### src/hw/rtl/bpc_pkg.sv
// Types, constants and codes shared by the button press classifier.
`default_nettype none

package bpc_pkg;

  localparam int unsigned TickWidthDefault = 16;

  localparam int unsigned CfgIdxWidth  = 2;
  localparam int unsigned CfgDataWidth = 32;
  localparam int unsigned InDataWidth  = 8;
  localparam int unsigned OutDataWidth = 8;

  localparam int unsigned DebounceReset  = 20;
  localparam int unsigned LongPressReset = 500;
  localparam int unsigned RepeatReset    = 100;

  // Result word layout, lowest bit first
  localparam int unsigned OutShortBit  = 0;
  localparam int unsigned OutLongBit   = 1;
  localparam int unsigned OutRepeatBit = 2;
  localparam int unsigned OutModeLsb   = 3;
  localparam int unsigned OutModeMsb   = 4;

  typedef enum logic [1:0] {
    MODE_IDLE     = 2'd0,
    MODE_DEBOUNCE = 2'd1,
    MODE_PRESSED  = 2'd2,
    MODE_REPEAT   = 2'd3
  } mode_e;

  typedef enum logic [CfgIdxWidth-1:0] {
    REG_DEBOUNCE   = 2'd0,
    REG_LONG_PRESS = 2'd1,
    REG_REPEAT     = 2'd2
  } cfg_reg_e;

  typedef struct packed {
    logic short_press;
    logic long_press;
    logic repeat_pulse;
  } pulse_t;

endpackage

`default_nettype wire

### src/hw/rtl/bpc_cfg_regs.sv
// Timing threshold registers written through the configuration channel.
`default_nettype none

module bpc_cfg_regs #(
  parameter int unsigned TICK_WIDTH = 16
) (
  input  wire logic                             clk_i,
  input  wire logic                             rst_ni,
  input  wire logic                             cfg_valid_i,
  input  wire logic [bpc_pkg::CfgIdxWidth-1:0]  cfg_index_i,
  input  wire logic [bpc_pkg::CfgDataWidth-1:0] cfg_data_i,
  output logic      [TICK_WIDTH-1:0]            debounce_o,
  output logic      [TICK_WIDTH-1:0]            long_press_o,
  output logic      [TICK_WIDTH-1:0]            repeat_o
);
  import bpc_pkg::*;

  logic [TICK_WIDTH-1:0] debounce_q,   debounce_d;
  logic [TICK_WIDTH-1:0] long_press_q, long_press_d;
  logic [TICK_WIDTH-1:0] repeat_q,     repeat_d;
  logic [TICK_WIDTH-1:0] wr_value;

  // only the low TICK_WIDTH bits are kept
  assign wr_value = cfg_data_i[TICK_WIDTH-1:0];

  always_comb begin
    debounce_d   = debounce_q;
    long_press_d = long_press_q;
    repeat_d     = repeat_q;
    if (cfg_valid_i) begin
      unique case (cfg_reg_e'(cfg_index_i))
        REG_DEBOUNCE:   debounce_d   = wr_value;
        REG_LONG_PRESS: long_press_d = wr_value;
        REG_REPEAT:     repeat_d     = wr_value;
        default: ;
      endcase
    end
  end

  always_ff @(posedge clk_i or negedge rst_ni) begin
    if (!rst_ni) begin
      debounce_q   <= TICK_WIDTH'(DebounceReset);
      long_press_q <= TICK_WIDTH'(LongPressReset);
      repeat_q     <= TICK_WIDTH'(RepeatReset);
    end else begin
      debounce_q   <= debounce_d;
      long_press_q <= long_press_d;
      repeat_q     <= repeat_d;
    end
  end

  assign debounce_o   = debounce_q;
  assign long_press_o = long_press_q;
  assign repeat_o     = repeat_q;

endmodule

`default_nettype wire

### src/hw/rtl/bpc_fsm.sv
// Mode state machine and saturating elapsed-tick counter.
`default_nettype none

module bpc_fsm #(
  parameter int unsigned TICK_WIDTH = 16
) (
  input  wire logic                  clk_i,
  input  wire logic                  rst_ni,
  input  wire logic                  step_i,
  input  wire logic                  pin_i,
  input  wire logic [TICK_WIDTH-1:0] debounce_i,
  input  wire logic [TICK_WIDTH-1:0] long_press_i,
  input  wire logic [TICK_WIDTH-1:0] repeat_i,
  output bpc_pkg::pulse_t            pulse_o,
  output bpc_pkg::mode_e             mode_o
);
  import bpc_pkg::*;

  localparam int unsigned CntWidth = TICK_WIDTH + 1;

  mode_e                mode_q, mode_d;
  logic [CntWidth-1:0]  cnt_q, cnt_d, cnt_inc;
  logic                 debounce_done, long_done, repeat_done;

  // counter sticks at all ones, which is above any threshold
  assign cnt_inc = (&cnt_q) ? cnt_q : CntWidth'(cnt_q + 1'b1);

  assign debounce_done = cnt_inc > {1'b0, debounce_i};
  assign long_done     = cnt_inc > {1'b0, long_press_i};
  assign repeat_done   = cnt_inc > {1'b0, repeat_i};

  // next state and counter
  always_comb begin
    mode_d = mode_q;
    cnt_d  = cnt_inc;
    unique case (mode_q)
      MODE_IDLE: begin
        if (pin_i) begin
          mode_d = MODE_DEBOUNCE;
          cnt_d  = '0;
        end
      end
      MODE_DEBOUNCE: begin
        if (debounce_done) begin
          if (pin_i) begin
            mode_d = MODE_PRESSED;
            cnt_d  = '0;
          end else begin
            mode_d = MODE_IDLE;
          end
        end
      end
      MODE_PRESSED: begin
        if (!pin_i) begin
          mode_d = MODE_IDLE;
        end else if (long_done) begin
          mode_d = MODE_REPEAT;
          cnt_d  = '0;
        end
      end
      MODE_REPEAT: begin
        if (!pin_i) begin
          mode_d = MODE_IDLE;
        end else if (repeat_done) begin
          cnt_d = '0;
        end
      end
      default: begin
        mode_d = MODE_IDLE;
        cnt_d  = '0;
      end
    endcase
  end

  // pulse outputs
  always_comb begin
    pulse_o = '0;
    unique case (mode_q)
      MODE_IDLE, MODE_DEBOUNCE: ;
      MODE_PRESSED: begin
        pulse_o.short_press = !pin_i;
        pulse_o.long_press  = pin_i && long_done;
      end
      MODE_REPEAT:  pulse_o.repeat_pulse = pin_i && repeat_done;
      default: ;
    endcase
  end

  always_ff @(posedge clk_i or negedge rst_ni) begin
    if (!rst_ni) begin
      mode_q <= MODE_IDLE;
      cnt_q  <= '0;
    end else if (step_i) begin
      mode_q <= mode_d;
      cnt_q  <= cnt_d;
    end
  end

  assign mode_o = mode_d;

endmodule

`default_nettype wire

### src/hw/rtl/button_press_classifier.sv
// Button press classifier top level: input register, mode logic, result register.
//
//  channel   | direction | tdata bits (low first)                        | handshake
//  ----------+-----------+-----------------------------------------------+-----------------
//  s_axis    | in        | pin_level[0], ignored[7:1]                    | tvalid/tready
//  m_axis    | out       | short[0] long[1] repeat[2] mode_now[4:3] 0s   | tvalid/tready
//  cfg       | in        | cfg_index_i selects register, cfg_data_i value| valid/ready
//
// One tick per clock while the result is not stalled: a tick is registered in the
// input register, then the mode logic writes its result register.
// Reset returns mode to idle, clears the counter and loads 20 / 500 / 100.
// A stalled result holds the input register, which then drops s_axis_tready_o.
`default_nettype none

module button_press_classifier #(
  parameter int unsigned TICK_WIDTH = bpc_pkg::TickWidthDefault
) (
  input  wire logic                             clk_i,
  input  wire logic                             rst_ni,
  input  wire logic                             s_axis_tvalid_i,
  output logic                                  s_axis_tready_o,
  input  wire logic [bpc_pkg::InDataWidth-1:0]  s_axis_tdata_i,  // pin_level[0]
  output logic                                  m_axis_tvalid_o,
  input  wire logic                             m_axis_tready_i,
  // short_press_pulse[0], long_press_pulse[1], repeat_pulse[2], mode_now[4:3]
  output logic      [bpc_pkg::OutDataWidth-1:0] m_axis_tdata_o,
  input  wire logic                             cfg_valid_i,
  output logic                                  cfg_ready_o,
  input  wire logic [bpc_pkg::CfgIdxWidth-1:0]  cfg_index_i,
  input  wire logic [bpc_pkg::CfgDataWidth-1:0] cfg_data_i
);
  import bpc_pkg::*;

  logic                    in_valid_q, in_valid_d;
  logic                    pin_q;
  logic                    out_valid_q, out_valid_d;
  logic [OutDataWidth-1:0] out_data_q, out_data_d;
  logic                    s_xfer, advance;
  logic [TICK_WIDTH-1:0]   debounce_thr, long_press_thr, repeat_thr;
  pulse_t                  pulse;
  mode_e                   mode_next;

  assign cfg_ready_o = 1'b1;

  bpc_cfg_regs #(
    .TICK_WIDTH (TICK_WIDTH)
  ) u_cfg_regs (
    .clk_i        (clk_i),
    .rst_ni       (rst_ni),
    .cfg_valid_i  (cfg_valid_i),
    .cfg_index_i  (cfg_index_i),
    .cfg_data_i   (cfg_data_i),
    .debounce_o   (debounce_thr),
    .long_press_o (long_press_thr),
    .repeat_o     (repeat_thr)
  );

  // tick moves on when the result register is free or draining this cycle
  assign advance         = in_valid_q && (!out_valid_q || m_axis_tready_i);
  assign s_axis_tready_o = !in_valid_q || advance;
  assign s_xfer          = s_axis_tvalid_i && s_axis_tready_o;

  bpc_fsm #(
    .TICK_WIDTH (TICK_WIDTH)
  ) u_fsm (
    .clk_i        (clk_i),
    .rst_ni       (rst_ni),
    .step_i       (advance),
    .pin_i        (pin_q),
    .debounce_i   (debounce_thr),
    .long_press_i (long_press_thr),
    .repeat_i     (repeat_thr),
    .pulse_o      (pulse),
    .mode_o       (mode_next)
  );

  always_comb begin
    in_valid_d = in_valid_q;
    if (s_xfer) begin
      in_valid_d = 1'b1;
    end else if (advance) begin
      in_valid_d = 1'b0;
    end
  end

  always_comb begin
    out_valid_d = out_valid_q;
    if (advance) begin
      out_valid_d = 1'b1;
    end else if (m_axis_tready_i) begin
      out_valid_d = 1'b0;
    end
  end

  always_comb begin
    out_data_d                         = '0;
    out_data_d[OutShortBit]            = pulse.short_press;
    out_data_d[OutLongBit]             = pulse.long_press;
    out_data_d[OutRepeatBit]           = pulse.repeat_pulse;
    out_data_d[OutModeMsb:OutModeLsb]  = mode_next;
  end

  always_ff @(posedge clk_i or negedge rst_ni) begin
    if (!rst_ni) begin
      in_valid_q  <= 1'b0;
      out_valid_q <= 1'b0;
    end else begin
      in_valid_q  <= in_valid_d;
      out_valid_q <= out_valid_d;
    end
  end

  always_ff @(posedge clk_i) begin
    if (s_xfer) begin
      pin_q <= s_axis_tdata_i[0];
    end
    if (advance) begin
      out_data_q <= out_data_d;
    end
  end

  assign m_axis_tvalid_o = out_valid_q;
  assign m_axis_tdata_o  = out_data_q;

endmodule

`default_nettype wire

### config.mk
export PLATFORM = sky130hd
export DESIGN_NAME = button_press_classifier
export DESIGN_NICKNAME = d
export VERILOG_FILES = /design/src/hw/rtl/bpc_pkg.sv /design/src/hw/rtl/bpc_cfg_regs.sv /design/src/hw/rtl/bpc_fsm.sv /design/src/hw/rtl/button_press_classifier.sv
export SDC_FILE = /design/constraint.sdc
export NUM_CORES = 1
export LEC_CHECK = 0
export ABC_CLOCK_PERIOD_IN_PS = 9200
export BUFFER_PORTS_ARGS = -buffer_cell sky130_fd_sc_hd__buf_2
export CAP_MARGIN = 25
export CORE_ASPECT_RATIO = 0.6
export CORE_MARGIN = 2
export CORE_UTILIZATION = 63
export DETAILED_ROUTE_END_ITERATION = 16
export GPL_TIMING_DRIVEN = 0
export PLACE_DENSITY_LB_ADDON = 0.05
export SETUP_SLACK_MARGIN = 0.3
export SYNTH_ARGS = -nofsm -noshare
export SYNTH_HDL_FRONTEND = slang
export SYNTH_SLANG_ARGS = --single-unit
### constraint.sdc
create_clock -name clk_i -period 9.2 [get_ports clk_i]
set_input_delay 2.76 -clock clk_i [delete_from_list [all_inputs] [get_ports clk_i]]
set_output_delay 2.76 -clock clk_i [all_outputs]
set_load 0.02 [all_outputs]
==> results by group <==
STA
  – Setup Skew: 11.17 ps
  – Fmax: 167.3 MHz
  – Period utilization: 64.97%
  – Slew Limit Headroom: 40.63%
  – Setup violations, final: 0
  – Final Critical Period: 5977 ps
  – Setup TNS: 0 ps
  – Final hold violations: 0
  – RSZ-0062 raised after global routing: false
  – Slew Limit Fails: 0
  – Final worst slack: 3223 ps
  – Worst slew pin tran: 890.6 ps

Global route
  – Initial antenna violation count: 0
  – Grt total ovfl: 0
  – Total GRT Usage: 27.64%
  – Largest net degree at the start of global routing: 70
  – Global-route wire length before repair: 16.70 mm
  – Vias in the first global route: 3399

Flow run
  – Max_cap viols: 0

Layout
  – Most common cell after layout, fill and taps aside: dfrtp_1
  – Syn-to-layout area delta: 12.06%
  – Antenna Cells: 0
  – Most frequent cells in the layout: dfrtp_1 (58), inv_1 (51), ha_1 (49)
  – Fin area: 5185 sq um
  – Final nets: 603
  – Share of layout cells above drive strength 1: 22.85%

Detailed routing
  – Routed WL: 10.17 mm
  – DRT iter0 DRCs: 247
  – Drt first pass iters: 5
  – Vias per cell: 5.760
  – # DRC: 0
  – WL/cell: 16.87 um
  – Vias: 3473
  – Post-route ant nets: 0

Critical path
  – CP max FO: 3
  – Crit path buffers/inverters: 2
  – Worst R2R Start: u_fsm.cnt_q[4]$_DFFE_PN0P_
  – Worst Path Required: 6440 ps
  – Slowest stage delay, CP: 180 ps
  – CP top delay family: buffers and inverters
  – Arrival @ worst endpoint: 3220 ps
  – Critical path startpoint category: primary input
  – Worst setup path class: in2out
  – CP Capture Type: primary output
  – Worst Reg-to-Reg Cells: 16
  – Slowest cell on the critical path: nand3b_1
  – R2R Path End: u_fsm.cnt_q[2]$_DFFE_PN0P_
  – Internal reg-to-reg setup slack: 4970 ps
  – Worst path cell trace: buf_2 > nand3b_1 > buf_2
  – CP dominant cell by count: buf_2

Place
  – Pre-CTS WS: 3224 ps
  – Routability cong.: 0.8557
  – Post-DP Area: 4901 sq um
  – Port Buffer Count: 30
  – Post-DP HPWL: 7.613 mm

Clock network
  – Later-pin clock latency in the skew report: 340 ps
  – CTS tree: done
  – Post_cts resized: 0
  – H-tree depth: 3
  – Hold buffer count at cts: 0
  – Sink Count: 75
  – Clk buf depth: 2
  – Post-CTS setup buffers: 0
  – Clk pin slew, worst setup/hold paths: 60 ps
  – Num CTS Buffers: 9
  – Root buf cell: clkbuf_16

Power
  – VDD IR max: 0.1428 mV
  – Leak Pwr: 2.481 nW
  – Power Density: 221.2 nW/um^2

Synthesis
  – Gate Count Post-Synth: 464
  – Register area share after synthesis: 41.51%
  – Syn. warnings: 0
  – Mapped Area: 4627 sq um
  – Ys async rst share: 92.00%
  – Number of synthesized flops with an enable pin: 6
  – Synth cell types: 55
  – Synth Area per Inst: 9.972 sq um
  – Post-synth top flop: dfrtp_1
  – Yosys reg bits: 75

Outcome
  – Status: completed

Die
  – Die Wd: 114.6 um
  – Row cnt: 24
  – Core Area: 7177 sq um
  – Die Span Y: 70.38 um
  – Io pins: 58
  – Die area: 8068 sq um
  – Initial core utilization: 64.47%

Min path
  – Hold Path Stages: 1
  – Hold Path Class: reg2reg
  – Hold Crit Endpoint: m_axis_tvalid_o$_DFFE_PN0P_
  – Hold path start: in_valid_q$_DFFE_PN0P_
[synthesized netlist by cell type, types with 2 or more instances]
cell type / n / share of area [%]
dfstp_2: 11 / 6.2
xnor2_1: 14 / 2.7
a311oi_1: 2 / 0.38
and3_1: 3 / 0.41
nor4_1: 3 / 0.41
nand4_1: 10 / 1.4
nand3_1: 18 / 1.9
nor2_1: 28 / 2.3
a21oi_1: 15 / 1.6
nor2_2: 10 / 1.4
inv_1: 51 / 4.1
a211o_1: 2 / 0.38
xor2_1: 13 / 2.5
ha_1: 49 / 13
a211oi_1: 5 / 0.81
dfrtp_1: 58 / 31
edfxtp_1: 6 / 3.9
clkbuf_1: 8 / 0.65
nor3_1: 8 / 0.87
nand2_1: 42 / 3.4
buf_2: 3 / 0.32
o21ai_0: 24 / 2.6
mux2_2: 35 / 8.5
nand2b_1: 5 / 0.68
buf_4: 6 / 0.97
o211ai_1: 3 / 0.49
conb_1: 2 / 0.16
nand3b_1: 3 / 0.49
[worst max path at each step]
stage,startpoint,endpoint,slack (ps),depth (start not counted)
after floorplan,m_axis_tready_i,s_axis_tready_o,3400,1
after global placement,m_axis_tready_i,s_axis_tready_o,3240,3
final,m_axis_tready_i,s_axis_tready_o,3220,3
after global routing,m_axis_tready_i,s_axis_tready_o,3210,3
after CTS,m_axis_tready_i,s_axis_tready_o,3220,3
after detailed placement,m_axis_tready_i,s_axis_tready_o,3220,3
[kinds of logic (layout without fill, tap and decap cells)]
logic type	after synthesis	in the layout	share of synthesized area [%]
DFF	75	75	41.51
and+or+nand+nor	136	136	14.60
muxes	36	36	8.735
buffers and inverters	69	115	6.409
xor gates and xnor gates	27	27	5.111
other	2	4	0.1623
adders and majority gates	49	49	13.25
AOI/OAI and AO/OA	70	70	10.22
[state kept, by name (all words and copies together) (netlist names)]
signal,count
in_valid_q,1
m_axis_tdata_o,5
m_axis_tvalid_o,1
pin_q,1
u_cfg_regs.debounce_o,16
u_cfg_regs.long_press_o,16
u_cfg_regs.repeat_o,16
u_fsm.cnt_q,17
u_fsm.mode_q,2
[power breakdown]
part / internal, mW / switching, mW
clock: 0.204 / 0.130
combinational: 0.161 / 0.226
sequential: 0.396 / 0.0302
total: 0.760 / 0.387
[area by class of cell]
class / count / area (sq um)
clock inverter: 2 / 10.01
inverter: 51 / 191.4
multi-input combinational: 322 / 2417
fill: 534 / 1992
sequential: 75 / 1921
timing repair buffer: 30 / 152.6
tap: 91 / 113.9
buffer: 18 / 105.1
clock buffer: 14 / 274.0
[worst register-to-register path, delay by kind of cell, from the launching register on]
kind	cells	cell delay, ps
buf+inv	2	410
simple gates	8	1600
compound gates	4	1290
xor+xnor	1	190
fa+ha+maj	1	320
flops	1	320
[through the flow]
step / hold WS, ps / utilization, % / total power [mW] / std cells
floorplan: 457.2 / - / 0.7082 / 466
global placement: 473.3 / 68.25 / 0.7919 / 587
global route: 511.7 / 72.25 / 1.227 / 603
detailed placement: 482.6 / 68.29 / 0.8129 / 587
finish: 499.2 / 72.25 / 1.147 / 603
CTS: 499.5 / 72.25 / 1.152 / 603
[routing by layer]
metal / part of all wire (%) / vias to the layer above / wire (um) / GRT usage [%]
li1: - / 1699 / - / -
met1: 49 / 1651 / 4937 / 39.14
met2: 42 / 107 / 4302 / 40.50
met3: 7.5 / 16 / 763 / 8.420
met4: 1.6 / 0 / 166 / 9.350
met5: 0 / - / 0 / 0
Power figures use the tool's default switching activity.
